$ cat src/hw/rtl/calendar_date_decrement_core_assert.svh
// ---------------------------------------------------------------------------
// Calendar date decrement core assertion macros
// Clocked, reset-qualified assertion wrappers. Define NO_ASSERTIONS to drop them.
// ---------------------------------------------------------------------------
`ifndef CALENDAR_DATE_DECREMENT_CORE_ASSERT_SVH
`define CALENDAR_DATE_DECREMENT_CORE_ASSERT_SVH
`ifndef NO_ASSERTIONS
// Property that must hold at every clock edge outside reset.
`define CDD_ASSERT(label, prop) \
  label: assert property (@(posedge clk_i) disable iff (!rst_ni) (prop)) \
    else $error("calendar_date_decrement_core: assertion failed");
// Condition in one cycle that implies another condition in the next cycle.
`define CDD_ASSERT_NEXT(label, pre, post) \
  label: assert property (@(posedge clk_i) disable iff (!rst_ni) (pre) |=> (post)) \
    else $error("calendar_date_decrement_core: sequence assertion failed");
`else
`define CDD_ASSERT(label, prop)
`define CDD_ASSERT_NEXT(label, pre, post)
`endif
`endif

$ cat src/hw/rtl/cdd_pkg.sv
// ---------------------------------------------------------------------------
// Calendar date decrement package
// Request kinds, status codes, reset date and Gregorian calendar helpers.
// ---------------------------------------------------------------------------
`timescale 1ns / 1ps

package cdd_pkg;

  localparam int unsigned DayW   = 5;
  localparam int unsigned MonthW = 4;
  localparam int unsigned YearW  = 14;
  localparam int unsigned AmtW   = 14;
  localparam int unsigned KindW  = 3;
  localparam int unsigned StatW  = 2;

  // Request kinds.
  localparam logic [KindW-1:0] KIND_LOAD   = 3'd0;
  localparam logic [KindW-1:0] KIND_DAYS   = 3'd1;
  localparam logic [KindW-1:0] KIND_WEEKS  = 3'd2;
  localparam logic [KindW-1:0] KIND_MONTHS = 3'd3;
  localparam logic [KindW-1:0] KIND_YEARS  = 3'd4;

  // Result status codes.
  localparam logic [StatW-1:0] STAT_DONE    = 2'd0;
  localparam logic [StatW-1:0] STAT_UNDER   = 2'd1;
  localparam logic [StatW-1:0] STAT_BADLOAD = 2'd2;

  // Date after reset.
  localparam logic [DayW-1:0]   RESET_DAY   = 5'd11;
  localparam logic [MonthW-1:0] RESET_MONTH = 4'd5;
  localparam logic [YearW-1:0]  RESET_YEAR  = 14'd2024;

  localparam logic [YearW-1:0] YEAR_MAX = 14'd9999;

  // Division by 100 through a reciprocal: floor(x / 100) = (x * 5243) >> 19
  // holds exactly for every 14-bit x.
  localparam logic [12:0]  RECIP100    = 13'd5243;
  localparam int unsigned  RecipShift  = 19;
  localparam int unsigned  ProdW       = YearW + 13;
  localparam int unsigned  CentW       = 8;
  localparam int unsigned  YyW         = 7;

  // Leap year from the century and the year within the century.
  function automatic logic is_leap(input logic [CentW-1:0] cent, input logic [YyW-1:0] yy);
    logic leap;
    if (yy == '0) begin
      leap = (cent[1:0] == 2'd0);
    end else begin
      leap = (yy[1:0] == 2'd0);
    end
    return leap;
  endfunction

  // Length of a month; zero for a month number outside 1 to 12.
  function automatic logic [DayW-1:0] month_days(input logic [MonthW-1:0] month,
                                                 input logic leap);
    logic [DayW-1:0] len;
    case (month)
      4'd1, 4'd3, 4'd5, 4'd7, 4'd8, 4'd10, 4'd12: len = 5'd31;
      4'd4, 4'd6, 4'd9, 4'd11:                    len = 5'd30;
      4'd2:                                       len = leap ? 5'd29 : 5'd28;
      default:                                    len = 5'd0;
    endcase
    return len;
  endfunction

endpackage

$ cat src/hw/rtl/calendar_date_decrement_core.sv
// ---------------------------------------------------------------------------
// Calendar date decrement core: loads a date, or steps the held date back by days, weeks,
// months or years; a year request that reaches past year 0 is refused at once.
// One request at a time, no overlap.
// Reset (asynchronous, active low) sets the date to 11 May 2024; done_o cannot be stalled.
// ---------------------------------------------------------------------------
`timescale 1ns / 1ps
`include "calendar_date_decrement_core_assert.svh"

module calendar_date_decrement_core (
  input  logic                         clk_i,
  input  logic                         rst_ni,
  input  logic                         start_i,
  output logic                         busy_o,
  input  logic [cdd_pkg::KindW-1:0]    kind_i,
  input  logic [cdd_pkg::AmtW-1:0]     amount_i,
  input  logic [cdd_pkg::DayW-1:0]     load_day_i,
  input  logic [cdd_pkg::MonthW-1:0]   load_month_i,
  input  logic [cdd_pkg::YearW-1:0]    load_year_i,
  output logic                         done_o,
  output logic [cdd_pkg::DayW-1:0]     out_day_o,
  output logic [cdd_pkg::MonthW-1:0]   out_month_o,
  output logic [cdd_pkg::YearW-1:0]    out_year_o,
  output logic [cdd_pkg::StatW-1:0]    status_o
);

  import cdd_pkg::*;

  // The datapath works on the year split into century and year-in-century.
  // With that split, stepping back across a January is a pair of small
  // decrements, and the 4/100/400 leap rule is a look at two low bits.
  // The split itself is the one shared arithmetic unit: a reciprocal
  // multiply (registered) followed by the remainder in the next cycle.
  // Each request runs on a working copy of the date, which is written back
  // to the held date only when the request completes without refusal, so an
  // underflow is simply detected as "a borrow is needed in January of year 0".

  typedef enum logic [2:0] {
    S_IDLE,
    S_MUL,
    S_REM,
    S_LOAD,
    S_DAYS,
    S_MONS,
    S_YEARS,
    S_FIN
  } state_e;

  localparam int unsigned RemW = AmtW + 3;   // room for a week count times seven

  state_e              state_q;
  logic                busy_q;
  logic                done_q;
  logic [KindW-1:0]    kind_q;
  logic [AmtW-1:0]     amount_q;
  logic [DayW-1:0]     ld_q;
  logic [MonthW-1:0]   lm_q;
  logic [YearW-1:0]    ly_q;
  logic [RemW-1:0]     rem_q;
  logic [YearW-1:0]    x_q;
  logic [CentW-1:0]    qt_q;
  logic [DayW-1:0]     wd_q;
  logic [MonthW-1:0]   wm_q;
  logic [CentW-1:0]    wc_q;
  logic [YyW-1:0]      wyy_q;
  logic [StatW-1:0]    st_q;
  logic                old_leap_q;
  logic                phase_q;
  logic [DayW-1:0]     day_q;
  logic [MonthW-1:0]   month_q;
  logic [YearW-1:0]    year_q;
  logic [DayW-1:0]     out_day_q;
  logic [MonthW-1:0]   out_month_q;
  logic [YearW-1:0]    out_year_q;
  logic [StatW-1:0]    status_q;

  logic                accept;
  logic [ProdW-1:0]    mul_prod;
  logic [CentW-1:0]    quot;
  logic [YearW-1:0]    qt_wide;
  logic [YearW-1:0]    rem100;
  logic [YearW-1:0]    wc_wide;
  logic [YearW-1:0]    year_full;
  logic [RemW-1:0]     amt_wide;
  logic [RemW-1:0]     week_total;
  logic [RemW-1:0]     wd_wide;
  logic                year_zero;
  logic [MonthW-1:0]   pm;
  logic [CentW-1:0]    pc;
  logic [YyW-1:0]      pyy;
  logic                p_leap;
  logic [DayW-1:0]     p_len;
  logic                cur_leap;
  logic [DayW-1:0]     load_len;
  logic                load_bad;

  assign accept = start_i && !busy_q;

  // Shared split unit: quotient by reciprocal, then remainder by shifts and subtraction.
  assign mul_prod = ProdW'(x_q) * ProdW'(RECIP100);
  assign quot     = mul_prod[ProdW-1:RecipShift];
  assign qt_wide  = YearW'(qt_q);
  assign rem100   = x_q - (qt_wide << 6) - (qt_wide << 5) - (qt_wide << 2);

  // Rebuild the full year from the split form: century * 100 + year-in-century.
  assign wc_wide   = YearW'(wc_q);
  assign year_full = (wc_wide << 6) + (wc_wide << 5) + (wc_wide << 2) + YearW'(wyy_q);

  assign amt_wide   = RemW'(amount_i);
  assign week_total = (amt_wide << 3) - amt_wide;
  assign wd_wide    = RemW'(wd_q);

  assign year_zero = (wc_q == '0) && (wyy_q == '0);

  // The month before the working month, with its year and length.
  always_comb begin
    pc  = wc_q;
    pyy = wyy_q;
    if (wm_q == 4'd1) begin
      pm = 4'd12;
      if (wyy_q == '0) begin
        pyy = 7'd99;
        pc  = wc_q - 8'd1;
      end else begin
        pyy = wyy_q - 7'd1;
      end
    end else begin
      pm = wm_q - 4'd1;
    end
  end

  assign p_leap   = is_leap(pc, pyy);
  assign p_len    = month_days(pm, p_leap);
  assign cur_leap = is_leap(wc_q, wyy_q);
  assign load_len = month_days(lm_q, cur_leap);

  // A load is refused for a month outside 1 to 12, a year above 9999, or a
  // day outside the month. A bad month gives a length of zero.
  assign load_bad = (lm_q == 4'd0) || (lm_q > 4'd12) || (ly_q > YEAR_MAX) ||
                    (ld_q == '0) || (ld_q > load_len);

  always_ff @(posedge clk_i or negedge rst_ni) begin
    if (!rst_ni) begin
      state_q     <= S_IDLE;
      busy_q      <= 1'b0;
      done_q      <= 1'b0;
      kind_q      <= '0;
      amount_q    <= '0;
      ld_q        <= '0;
      lm_q        <= '0;
      ly_q        <= '0;
      rem_q       <= '0;
      x_q         <= '0;
      qt_q        <= '0;
      wd_q        <= '0;
      wm_q        <= '0;
      wc_q        <= '0;
      wyy_q       <= '0;
      st_q        <= STAT_DONE;
      old_leap_q  <= 1'b0;
      phase_q     <= 1'b0;
      day_q       <= RESET_DAY;
      month_q     <= RESET_MONTH;
      year_q      <= RESET_YEAR;
      out_day_q   <= '0;
      out_month_q <= '0;
      out_year_q  <= '0;
      status_q    <= STAT_DONE;
    end else begin
      // The strobe is high for exactly the cycle after the finishing state.
      done_q <= (state_q == S_FIN);
      case (state_q)
        S_IDLE: begin
          if (accept) begin
            busy_q   <= 1'b1;
            kind_q   <= kind_i;
            amount_q <= amount_i;
            ld_q     <= load_day_i;
            lm_q     <= load_month_i;
            ly_q     <= load_year_i;
            wd_q     <= day_q;
            wm_q     <= month_q;
            phase_q  <= 1'b0;
            // A load splits the new year; every other request splits the held one.
            x_q      <= (kind_i == KIND_LOAD) ? load_year_i : year_q;
            rem_q    <= (kind_i == KIND_WEEKS) ? week_total : amt_wide;
            // Refuse a year request at once when the count reaches past year 0.
            if ((kind_i == KIND_YEARS) && (amount_i > year_q)) begin
              st_q    <= STAT_UNDER;
              state_q <= S_FIN;
            end else begin
              st_q    <= STAT_DONE;
              state_q <= S_MUL;
            end
          end
        end

        S_MUL: begin
          qt_q    <= quot;
          state_q <= S_REM;
        end

        S_REM: begin
          wc_q  <= qt_q;
          wyy_q <= rem100[YyW-1:0];
          case (kind_q)
            KIND_LOAD:               state_q <= S_LOAD;
            KIND_DAYS, KIND_WEEKS:   state_q <= S_DAYS;
            KIND_MONTHS:             state_q <= S_MONS;
            KIND_YEARS:              state_q <= S_YEARS;
            default:                 state_q <= S_FIN;
          endcase
        end

        S_LOAD: begin
          if (load_bad) begin
            st_q <= STAT_BADLOAD;
          end else begin
            wd_q <= ld_q;
            wm_q <= lm_q;
          end
          state_q <= S_FIN;
        end

        // One month boundary per cycle: either the rest fits in the current
        // month, or the whole current day count is consumed and the date
        // moves to the last day of the previous month.
        S_DAYS: begin
          if (rem_q == '0) begin
            state_q <= S_FIN;
          end else if (rem_q < wd_wide) begin
            wd_q  <= wd_q - DayW'(rem_q);
            rem_q <= '0;
          end else if ((wm_q == 4'd1) && year_zero) begin
            st_q    <= STAT_UNDER;
            state_q <= S_FIN;
          end else begin
            rem_q <= rem_q - wd_wide;
            wm_q  <= pm;
            wc_q  <= pc;
            wyy_q <= pyy;
            wd_q  <= p_len;
          end
        end

        // One month per cycle, clamping the day to each month passed.
        S_MONS: begin
          if (rem_q == '0) begin
            state_q <= S_FIN;
          end else if ((wm_q == 4'd1) && year_zero) begin
            st_q    <= STAT_UNDER;
            state_q <= S_FIN;
          end else begin
            rem_q <= rem_q - RemW'(1);
            wm_q  <= pm;
            wc_q  <= pc;
            wyy_q <= pyy;
            if (wd_q > p_len) begin
              wd_q <= p_len;
            end
          end
        end

        // First pass: note whether the old year is a leap year, then split
        // the target year. Second pass: apply the end-of-February rule.
        S_YEARS: begin
          if (!phase_q) begin
            old_leap_q <= cur_leap;
            phase_q    <= 1'b1;
            x_q        <= year_q - amount_q;
            state_q    <= S_MUL;
          end else begin
            if ((wm_q == 4'd2) && (wd_q == (old_leap_q ? 5'd29 : 5'd28))) begin
              wd_q <= month_days(wm_q, cur_leap);
            end
            state_q <= S_FIN;
          end
        end

        S_FIN: begin
          busy_q   <= 1'b0;
          status_q <= st_q;
          state_q  <= S_IDLE;
          if (st_q == STAT_DONE) begin
            day_q       <= wd_q;
            month_q     <= wm_q;
            year_q      <= year_full;
            out_day_q   <= wd_q;
            out_month_q <= wm_q;
            out_year_q  <= year_full;
          end else begin
            out_day_q   <= day_q;
            out_month_q <= month_q;
            out_year_q  <= year_q;
          end
        end

        default: begin
          state_q <= S_IDLE;
          busy_q  <= 1'b0;
        end
      endcase
    end
  end

  assign busy_o      = busy_q;
  assign done_o      = done_q;
  assign out_day_o   = out_day_q;
  assign out_month_o = out_month_q;
  assign out_year_o  = out_year_q;
  assign status_o    = status_q;

  // An accepted request keeps the core busy in the following cycle.
  `CDD_ASSERT_NEXT(a_accept_busy, start_i && !busy_o, busy_o)
  // The done strobe comes with the core already free for the next request.
  `CDD_ASSERT(a_done_free, !done_o || !busy_o)
  // A reported date always has a valid month and a nonzero day.
  `CDD_ASSERT(a_done_date, !done_o || ((|out_month_o) && out_month_o <= 4'd12 && (|out_day_o)))
  // The held year never rises above the largest loadable year.
  `CDD_ASSERT(a_year_range, !done_o || (out_year_o <= 14'd9999))

endmodule
$ cat config.mk
export PLATFORM = sky130hd
export DESIGN_NAME = calendar_date_decrement_core
export DESIGN_NICKNAME = d
export VERILOG_FILES = /design/src/hw/rtl/cdd_pkg.sv /design/src/hw/rtl/calendar_date_decrement_core.sv
export VERILOG_INCLUDE_DIRS = /design/src /design/src/hw/rtl
export SDC_FILE = /design/constraint.sdc
export NUM_CORES = 1
export LEC_CHECK = 0
export BUFFER_PORTS_ARGS = -buffer_cell sky130_fd_sc_hd__buf_2
export CORE_ASPECT_RATIO = 0.5
export CORE_UTILIZATION = 60
export CTS_CLUSTER_SIZE = 28
export DETAILED_ROUTE_END_ITERATION = 10
export PLACE_DENSITY_LB_ADDON = 0.1
export SLEW_MARGIN = 20
export SYNTH_ARGS = -nofsm -noshare
export SYNTH_HDL_FRONTEND = slang
export SYNTH_SLANG_ARGS = --single-unit
$ cat constraint.sdc
create_clock -name clk_i -period 5.8 [get_ports clk_i]
set_input_delay 1.45 -clock clk_i [delete_from_list [all_inputs] [get_ports clk_i]]
set_output_delay 1.45 -clock clk_i [all_outputs]
set_load 0.02 [all_outputs]
==> results by group, run 1 <==
Floorplanning
  • Core area: about 23,000 sq um
  • DIE HEIGHT: about 110 um
  • I/O pin count: 70
  • Rows: 39
  • Initial Utilization: 62.1%
  • Die width: around 220 um
  • Die footprint: between 20,000 and 25,000 sq um

Global route
  • GRT Util Overall: around a third
  • Largest net degree at the start of global routing: 55
  • Global-route wire length before repair: about 63 mm
  • Initial antenna violation count: 0
  • Vias in the first global route: between 10,000 and 15,000
  • GRT Residual Overflow: 0

Clock network
  • Clk_lat worst skew: 0.44 ns
  • Clock Pin Slew Worst Setup and Hold Paths: around 0.06 ns
  • Cts bufs inserted: 17
  • Clock Path Buffers: 2
  • Clk sinks: about 150
  • Post-CTS Setup Repair Bufs: 0
  • CTS tree: built
  • # hold bufs at CTS: 0
  • H-tree depth: 4
  • CTS Root Cell: clkbuf_16

Critical path
  • Crit path max fanout: 6
  • Crit path DAT: approximately 5.7 ns
  • Slowest cell on the critical path: fa_1
  • Crit path cell chain: inv_1 -> fa_1 -> inv_1 -> ha_1 -> fa_1 -> inv_1 -> fa_1 -> fa_1 -> inv_1 -> ha_1 -> a211o_1 -> o31a_1 -> nor2_1 -> a21oi_1 -> a211oi_2 -> nor4bb_1 -> nor3_1
  • CP Class: register to register
  • R2R Setup Slk: 0.44 ns
  • Worst path max stage delay: ~0.57 ns
  • CP startpoint kind: register
  • Worst path required time: between 6 and 7 ns
  • Crit path capture type: register

STA
  • Worst slew pin tran: between 1 and 1.5 ns
  • Setup Total Neg Slack: 0 ns
  • Fin Clk Skew: around 0.0089 ns
  • Max-slew headroom: about a quarter
  • Fmax: between 0.15 and 0.2 GHz
  • Final min period: around 5.4 ns
  • Crit share post-route: between 90 and 100%
  • Slew Limit Fails: 0
  • Final setup vio count: 0
  • RSZ-0062 raised after global routing: false
  • Final Hold Fails: 0

Detailed routing
  • WL/cell: slightly below 20 um
  • Routed Antenna Nets: 0
  • Via Count: 11,900
  • Remaining DRCs: 0
  • Vias/cell: between 6 and 7
  • WL final: roughly 38 mm
  • Initial drt markers: roughly 800
  • Drt pass-1 iters: 7

Yosys
  • Asr flop ratio synth: 100%
  • Yosys warns: 0
  • Cell count after synthesis: roughly 1,600
  • Synth Cell Area: roughly 14,000 sq um
  • Top cells by area, synth: dfrtp_1 23%, ha_1 18%, fa_1 10%, inv_1 5.9%, o21ai_0 4.6%
  • Flops & latches, synth: approximately 150
  • Mapped Nets: a little under 2,000
  • Largest area contributor in the netlist: dfrtp_1
  • Top cell type's share of synthesized area: 23.1%
  • Number of synthesized flops with an enable pin: 0
  • Sequential share of the synthesized area: ~25%
  • Most frequent cell after synthesis: inv_1
  • Synth cell count leaders: 225 x inv_1, 207 x ha_1, 133 x dfrtp_1
  • Synthesized area per cell: roughly 9 sq um
  • Netlist cell types: between 70 and 80
  • Main synth FF type: dfrtp_1

Status
  • Outcome: finished clean

Cells and area
  • Final Net Count: 1,977
  • Register area: around 3600 sq um
  • Share of layout cells above drive strength 1: a little over a tenth
  • Fillers: around 1,900
  • Antenna cells: 0
  • Area of the multi-input gates: about 9600 sq um
  • Layout area overhead: 7.96%

Place
  • Port buffer count: 69
  • Routability cong.: 0.941
  • Detail Placement HPWL: about 30 mm

Hold path
  • Worst hold path class: register to register

Job
  • Total of max-cap violations: 0
## critical path, delay by kind of cell, from the launching register on
family / cells / cell delay [ns]
simple gates: 3 / 0.71
buf+inv: 4 / 0.33
compound gates: 4 / 1.16
fa+ha+maj: 6 / 2.53
flops: 1 / 0.51
## placed cells by master, fill, tap and decap left out, types with 7 or more instances in the layout
cell,Yosys,routed
a211oi_1,11,10
a21o_1,21,21
a21oi_1,104,104
a221oi_1,7,7
a31oi_1,9,9
and3_1,11,11
buf_2,8,68
buf_4,13,10
clkbuf_16,0,17
dfrtp_1,133,133
dfstp_2,12,12
fa_1,73,73
ha_1,207,207
inv_1,225,225
mux2_2,39,39
mux2i_1,26,26
nand2_1,121,120
nand2b_1,8,8
nand3_1,30,30
nand4_1,7,7
nor2_1,105,104
nor2b_1,10,10
nor3_1,36,36
nor4_1,12,12
o211ai_1,10,10
o21a_1,13,13
o21ai_0,131,131
o22ai_1,18,18
o2bb2ai_1,10,10
o31ai_1,8,8
or3_1,9,9
xnor2_1,41,41
xor2_1,23,23
## logic make-up after synthesis
group | Yosys count | synth area share, %
AO/OA/AOI/OAI | 400 | 17.3
XOR/XNOR | 64 | 3.90
adder cells (fa/ha/maj) | 280 | 28.2
buffers and inverters | 287 | 8.01
flip-flops | 145 | 25.3
multiplexers | 66 | 4.97
AND/OR/NAND/NOR | 375 | 12.4
## metal layers
layer,vias to the layer above,track usage [%],part of all wire (%)
met5,-,0,0
met4,0,10.9,2.9
met3,93,4.72,5.5
met2,353,53.7,46
met1,5819,43.4,46
li1,5654,-,-
## registers in the layout (all words and copies together), names as in the netlist, 2 cells and up
name,cells
rem_q,17
amount_q,14
x_q,14
year_q,14
ly_q,10
qt_q,8
wc_q,8
out_year_o,7
wyy_q,7
day_q,5
ld_q,5
wd_q,5
lm_q,4
month_q,4
wm_q,4
kind_q,3
out_day_o,3
state_q,3
out_month_o,2
st_q,2
status_o,2
## per-stage QoR
step	util [%]	hold slack (ns)	setup slack, ns	instance area (sq um)	std cells
after global routing	67.0	0.503	0.0744	15500	1974
after floorplan	-	0.450	0.944	14400	1617
after CTS	67.0	0.479	0.310	15500	1974
final	67.0	0.479	0.436	15500	1974
after detailed placement	64.3	0.466	0.312	14900	1942
after global placement	64.3	0.457	0.530	14900	1942
## what timing repair did
action,in CTS,in global routing
endpoints found under the hold margin,0,0
endpoints found under the setup margin,0,1
gates resized for setup,0,1
## path summary, 6_finish.rpt
check / to / start / cells after the start
worst max register to register: qt_q[7] / x_q[4] / 17
worst max-delay path: qt_q[7] / x_q[4] / 17
max in group asynchronous: kind_q[2] / rst_ni / 2
worst min register to register: amount_q[8] / amount_q[8] / 2
worst min-delay path: amount_q[8] / amount_q[8] / 2
min in group asynchronous: rem_q[14] / rst_ni / 1
## cell type report
cell class	count	area share (%)
Clock buffer	22	2.99
Inverter	226	5.46
Clock inverter	10	1.02
Timing Repair Buffer	79	2.75
Tap cell	307	2.47
Sequential cell	145	23.5
Multi-Input combinational cell	1185	61.9
Power of run 1 is left out: the tool's default activity adds up to more than one toggle a clock period on the data nets, which glitch-free logic cannot reach.
==> inputs of run 2 (changes only) <==
--- a/config.mk
+++ b/config.mk
@@ -11,7 +11,7 @@
 export CORE_UTILIZATION = 60
 export CTS_CLUSTER_SIZE = 28
 export DETAILED_ROUTE_END_ITERATION = 10
-export PLACE_DENSITY_LB_ADDON = 0.1
+export PLACE_DENSITY = 0.83
 export SLEW_MARGIN = 20
 export SYNTH_ARGS = -nofsm -noshare
 export SYNTH_HDL_FRONTEND = slang
==> results by group, run 2 (synthesis results as in run 1) <==
Critical path
  • Worst setup path start: x_q[9]
  • R2R Setup Slk: 0.36 ns (-0.08 ns)
  • CP Class: register to register
  • Slowest cell on the critical path: fa_1
  • Worst path max stage delay: 0.56 ns (about the same)
  • Worst Setup EP: qt_q[7]
  • Crit path capture type: register
  • Worst r2r path cells: 16 (-1)
  • Crit path DAT: 5.76 ns (+0.09 ns)
  • Crit path max fanout: 7 (+1)
  • Crit path cell chain: fa_1 -> ha_1 -> fa_1 -> fa_1 -> inv_1 -> fa_1 -> inv_1 -> ha_1 -> a21o_1 -> a211oi_1 -> o2bb2ai_1 -> nor2_1 -> a21oi_1 -> a211oi_1 -> nor4bb_1 -> nor3_1
  • R2r endpoint: qt_q[7]
  • Worst R2R Start: x_q[9]
  • Worst path required time: 6.12 ns (about the same)
  • Top cell by count, worst path: fa_1
  • CP startpoint kind: register

STA
  • Fin Clk Skew: 0.00978 ns (+0.000854 ns)
  • Setup Total Neg Slack: 0 ns (unchanged)
  • Max-slew headroom: 27.5% (+2.0 points)
  • Slew Limit Fails: 0 (unchanged)
  • Final min period: 5.44 ns (+0.0789 ns)
  • Final hold slack: 0.484 ns (+0.00513 ns)
  • Crit share post-route: 93.8% (+1.4 points)
  • Worst slew pin tran: 1.09 ns (-0.0299 ns)
  • Fmax: 0.184 GHz (-1.5%)
  • Final setup vio count: 0 (unchanged)
  • RSZ-0062 raised after global routing: false
  • Final Hold Fails: 0 (unchanged)
  • Post-route setup slack: 0.358 ns (-0.0789 ns)

Global route
  • Initial antenna violation count: 0 (unchanged)
  • Global-route wire length before repair: 60.6 mm (-3.5%)
  • Vias in the first global route: 11,700 (-2.5%)
  • GRT Util Overall: 31.0% (-1.2 points)
  • Largest net degree at the start of global routing: 57 (+3.6%)
  • GRT Residual Overflow: 0 (unchanged)

Detailed routing
  • WL/cell: 18.6 um (-4.1%)
  • Initial drt markers: 1,340 (+65%)
  • Vias/cell: 6.07 (+0.46%)
  • Routed Antenna Nets: 0 (unchanged)
  • Via Count: 12,000 (+0.51%)
  • Drt pass-1 iters: 8 (+1)
  • Remaining DRCs: 0 (unchanged)
  • WL final: 36.8 mm (-4.1%)

Clock network
  • CTS resizes: 0 (unchanged)
  • # hold bufs at CTS: 0 (unchanged)
  • Clock Path Buffers: 2 (unchanged)
  • CTS tree: built
  • Cts bufs inserted: 17 (unchanged)
  • Post-CTS Setup Repair Bufs: 0 (unchanged)
  • CTS Root Cell: clkbuf_16
  • Clk sinks: 145 (unchanged)
  • H-tree depth: 4 (unchanged)
  • Clk_lat worst skew: 0.44 ns (about the same)
  • Clock Pin Slew Worst Setup and Hold Paths: 0.07 ns (about the same)

Cells and area
  • Fillers: 1,817 (-5.5%)
  • Largest Register: rem_q
  • Layout area overhead: 7.83%
  • Final Net Count: 1,978 (+0.051%)
  • Antenna cells: 0 (unchanged)
  • Max reg flops: 17 (unchanged)
  • Highest-count cells in the layout ignoring fill and taps: 225 x inv_1, 207 x ha_1, 133 x dfrtp_1
  • Commonest non-fill, non-tap cell in the layout: inv_1
  • Share of layout cells above drive strength 1: 11.1% (+0.17 points)

Job
  • Total of max-cap violations: 0 (unchanged)

Place
  • Routability cong.: 0.930 (-1.1%)
  • Detail Placement HPWL: 27.9 mm (-7.0%)
  • Port buffer count: 69 (unchanged)
  • Pre-CTS setup slack: 0.450 ns (+0.139 ns)

Floorplanning
  • DIE HEIGHT: 112 um (unchanged)
  • I/O pin count: 70 (unchanged)
  • Rows: 39 (unchanged)
  • Die width: 221 um (unchanged)
  • Die footprint: 24,600 sq um (unchanged)
  • Core area: 23,200 sq um (unchanged)
  • Initial Utilization: 62.1% (unchanged)

Status
  • Outcome: finished clean

Hold path
  • Worst hold path class: register to register
[run 2: changes by cell type in the layout (fill, tap and decap cells not counted)]
cell,delta
inv_6,+5
clkbuf_1,-3
clkbuf_8,-2
a211oi_1,+1
a211oi_2,-1
buf_4,+1
bufinv_16,-1
clkinv_4,+1
nand2_2,+1
nand2_4,-1
[run 2: critical path, delay by kind of cell, from the launching register on]
family	cells	cell delay [ns]
adders and majority gates	6	2.65
buffers and inverters	2	0.10
and+or+nand+nor	3	0.71
AOI/OAI and AO/OA	5	1.32
DFF	1	0.54
[run 2: per-stage QoR]
stage | instance area, sq um | instances | utilization [%]
floorplan | 14400 | 1617 | -
global placement | 14900 | 1943 | 64.3
detailed placement | 14900 | 1943 | 64.3
CTS | 15500 | 1975 | 66.9
global route | 15500 | 1975 | 66.9
finish | 15500 | 1975 | 66.9
[run 2: worst min-delay path by stage]
stage / depth (start not counted) / slack, ns / endpoint / start
2_1_floorplan: 2 / 0.45 / amount_q[10] / amount_q[10]
3_3_place_gp: 2 / 0.46 / out_month_o[2] / out_month_o[2]
3_5_place_dp: 2 / 0.47 / out_year_o[5] / out_year_o[5]
4_1_cts: 2 / 0.49 / out_year_o[5] / out_year_o[5]
5_1_grt: 2 / 0.51 / out_month_o[0] / out_month_o[0]
6_report: 2 / 0.48 / amount_q[11] / amount_q[11]
[run 2: area by class of cell]
type                       count  area, sq um  share of cell area, %
timing repair buffer          80          434                   2.80
tap                          307          384                   2.48
clock inverter                15          181                   1.17
sequential                   145         3640                   23.5
inverter                     226          848                   5.47
clock buffer                  17          425                   2.74
multi-input combinational   1185         9600                   61.9
[run 2: per-layer routing]
metal | global-route usage (%) | up-vias | wire length, um
met4 | 10.5 | 0 | 1080
met1 | 43.0 | 5781 | 16400
met5 | 0 | - | 0
met2 | 50.0 | 450 | 16800
met3 | 4.72 | 76 | 2490
li1 | - | 5673 | -
Power of run 2 is left out for the same reason.
==> inputs of run 3 (changes only) <==
--- a/config.mk
+++ b/config.mk
@@ -7,8 +7,9 @@
 export NUM_CORES = 1
 export LEC_CHECK = 0
 export BUFFER_PORTS_ARGS = -buffer_cell sky130_fd_sc_hd__buf_2
-export CORE_ASPECT_RATIO = 0.5
+export CORE_ASPECT_RATIO = 1.4
 export CORE_UTILIZATION = 60
+export CTS_BUF_LIST = sky130_fd_sc_hd__clkbuf_8
 export CTS_CLUSTER_SIZE = 28
 export DETAILED_ROUTE_END_ITERATION = 10
 export PLACE_DENSITY = 0.83
==> results by group, run 3 (synthesis results as in run 1) <==
Status
  • Outcome: finished clean

Critical path
  • R2R Setup Slk: 0.44 ns (+0.08 ns)
  • Worst path required time: 6.16 ns (+0.04 ns)
  • Cell family with most CP delay: adder cells
  • Worst path max stage delay: 0.53 ns (-0.03 ns)
  • Worst r2r path cells: 17 (+1)
  • Worst setup path start: x_q[9]
  • Crit path max fanout: 7 (unchanged)
  • Bufs and invs on worst path: 4 (+2)
  • Slowest cell on the critical path: fa_1
  • R2r endpoint: qt_q[7]
  • Crit path capture type: register
  • Crit path DAT: 5.72 ns (-0.04 ns)
  • Worst R2R Start: x_q[9]
  • CP Class: register to register
  • CP startpoint kind: register
  • Crit path cell chain: ha_1 -> inv_1 -> fa_1 -> inv_1 -> fa_1 -> fa_1 -> inv_1 -> fa_1 -> inv_1 -> ha_1 -> a211o_1 -> o31a_1 -> nor2_1 -> a21oi_1 -> a211oi_1 -> nor4bb_1 -> nor3_1

Clock network
  • CTS Root Cell: clkbuf_8
  • Post-CTS Setup Repair Bufs: 0 (unchanged)
  • Clock Path Buffers: 2 (unchanged)
  • Clk_lat worst skew: 0.49 ns (+0.05 ns)
  • Clock Pin Slew Worst Setup and Hold Paths: 0.08 ns (about the same)
  • # hold bufs at CTS: 0 (unchanged)
  • CTS tree: built
  • CTS resizes: 0 (unchanged)
  • H-tree depth: 4 (unchanged)
  • Cts bufs inserted: 17 (unchanged)
  • Clk sinks: 145 (unchanged)

Cells and area
  • Commonest non-fill, non-tap cell in the layout: inv_1
  • Final Net Count: 1,975 (-0.15%)
  • Fillers: 1,899 (+4.5%)
  • Layout area overhead: 6.24%
  • Largest Register: rem_q
  • Share of layout cells above drive strength 1: 10.9% (-0.16 points)
  • Layout Utilization: 65.4% (-1.5 points)
  • Highest-count cells in the layout ignoring fill and taps: 227 x inv_1, 207 x ha_1, 133 x dfrtp_1
  • Max reg flops: 17 (unchanged)
  • Antenna cells: 0 (unchanged)

Floorplanning
  • Initial Utilization: 61.6% (-0.51 points)
  • I/O pin count: 70 (unchanged)
  • Die width: 133 um (-40%)
  • Core area: 23,400 sq um (+0.83%)
  • Die footprint: 24,600 sq um (-0.12%)
  • DIE HEIGHT: 185 um (+66%)
  • Rows: 66 (+69%)

STA
  • Fmax: 0.187 GHz (+1.5%)
  • Worst slew pin tran: 0.993 ns (-0.0947 ns)
  • Final min period: 5.36 ns (-0.0811 ns)
  • Final Hold Fails: 0 (unchanged)
  • Setup Total Neg Slack: 0 ns (unchanged)
  • Crit share post-route: 92.4% (-1.4 points)
  • Slew Limit Fails: 0 (unchanged)
  • Fin Clk Skew: 0.0121 ns (+0.00234 ns)
  • Max-slew headroom: 33.5% (+6.1 points)
  • Final setup vio count: 0 (unchanged)
  • RSZ-0062 raised after global routing: false

Global route
  • Largest net degree at the start of global routing: 62 (+8.8%)
  • GRT Residual Overflow: 0 (unchanged)
  • GRT Util Overall: 31.9% (+0.91 points)
  • Initial antenna violation count: 0 (unchanged)
  • Vias in the first global route: 12,100 (+3.4%)
  • Global-route wire length before repair: 60.8 mm (+0.23%)

Job
  • Total of max-cap violations: 0 (unchanged)

Detailed routing
  • Routed Antenna Nets: 0 (unchanged)
  • WL final: 37.4 mm (+1.7%)
  • Via Count: 12,000 (+0.017%)
  • Remaining DRCs: 0 (unchanged)
  • Initial drt markers: 702 (-48%)
  • Drt pass-1 iters: 6 (-2)
  • WL/cell: 19.0 um (+1.9%)
  • Vias/cell: 6.08 (+0.22%)

Hold path
  • Hold Path Origin: out_day_o[3]
  • Hold EP: out_day_o[3]
  • WHS Path Cells: 2 (unchanged)
  • Worst hold path class: register to register

Place
  • Routability cong.: 0.931 (+0.12%)
  • Detail Placement HPWL: 29.8 mm (+6.9%)
  • Port buffer count: 69 (unchanged)
run 3: changes by cell type in the layout (fill, tap and decap cells not counted), moves of 2 or more:
cell / previous run / this run
clkinv_4: 2 / 0
clkbuf_8: 0 / 17
clkinv_2: 3 / 0
clkinvlp_4: 2 / 5
buf_4: 11 / 8
clkbuf_16: 17 / 0
inv_1: 225 / 227
run 3: layout make-up:
class,instances,area [sq um],area share (%)
timing repair buffer,77,412,2.69
tap,306,383,2.50
sequential,145,3640,23.8
clock buffer,17,234,1.53
clock inverter,15,158,1.03
inverter,226,848,5.55
multi-input combinational,1185,9610,62.9
run 3: worst max-delay path by stage:
stage	to	slack, ns	cells past startpoint
finish	qt_q[7]	0.44	17
global route	qt_q[7]	0.23	17
CTS	qt_q[7]	0.47	17
detailed placement	qt_q[7]	0.48	17
global placement	qt_q[7]	0.65	17
floorplan	qt_q[7]	0.94	17
run 3: layer usage:
metal  share of wire, %  vias to the layer above  global-route usage, %
met2                 52                      450                   57.9
met4                5.9                        0                   19.7
met1                 37                     5758                   35.3
li1                   -                     5648                      -
met5                  0                        -                      0
met3                5.2                      126                   4.21
run 3: worst register-to-register path, delay by kind of cell (launching register included):
family | cells | cell delay [ns]
AO/OA/AOI/OAI | 4 | 1.17
adder cells (fa/ha/maj) | 6 | 2.69
buffers and inverters | 4 | 0.23
flip-flops | 1 | 0.52
AND/OR/NAND/NOR | 3 | 0.66
run 3: stage by stage:
step / setup slack [ns] / hold WS [ns] / cells / instance area, sq um
after floorplan: 0.944 / 0.450 / 1617 / 14400
after global placement: 0.648 / 0.462 / 1939 / 14900
after detailed placement: 0.484 / 0.464 / 1939 / 14900
after CTS: 0.474 / 0.483 / 1971 / 15300
after global routing: 0.234 / 0.502 / 1971 / 15300
final: 0.439 / 0.476 / 1971 / 15300
Power of run 3 is left out for the same reason.
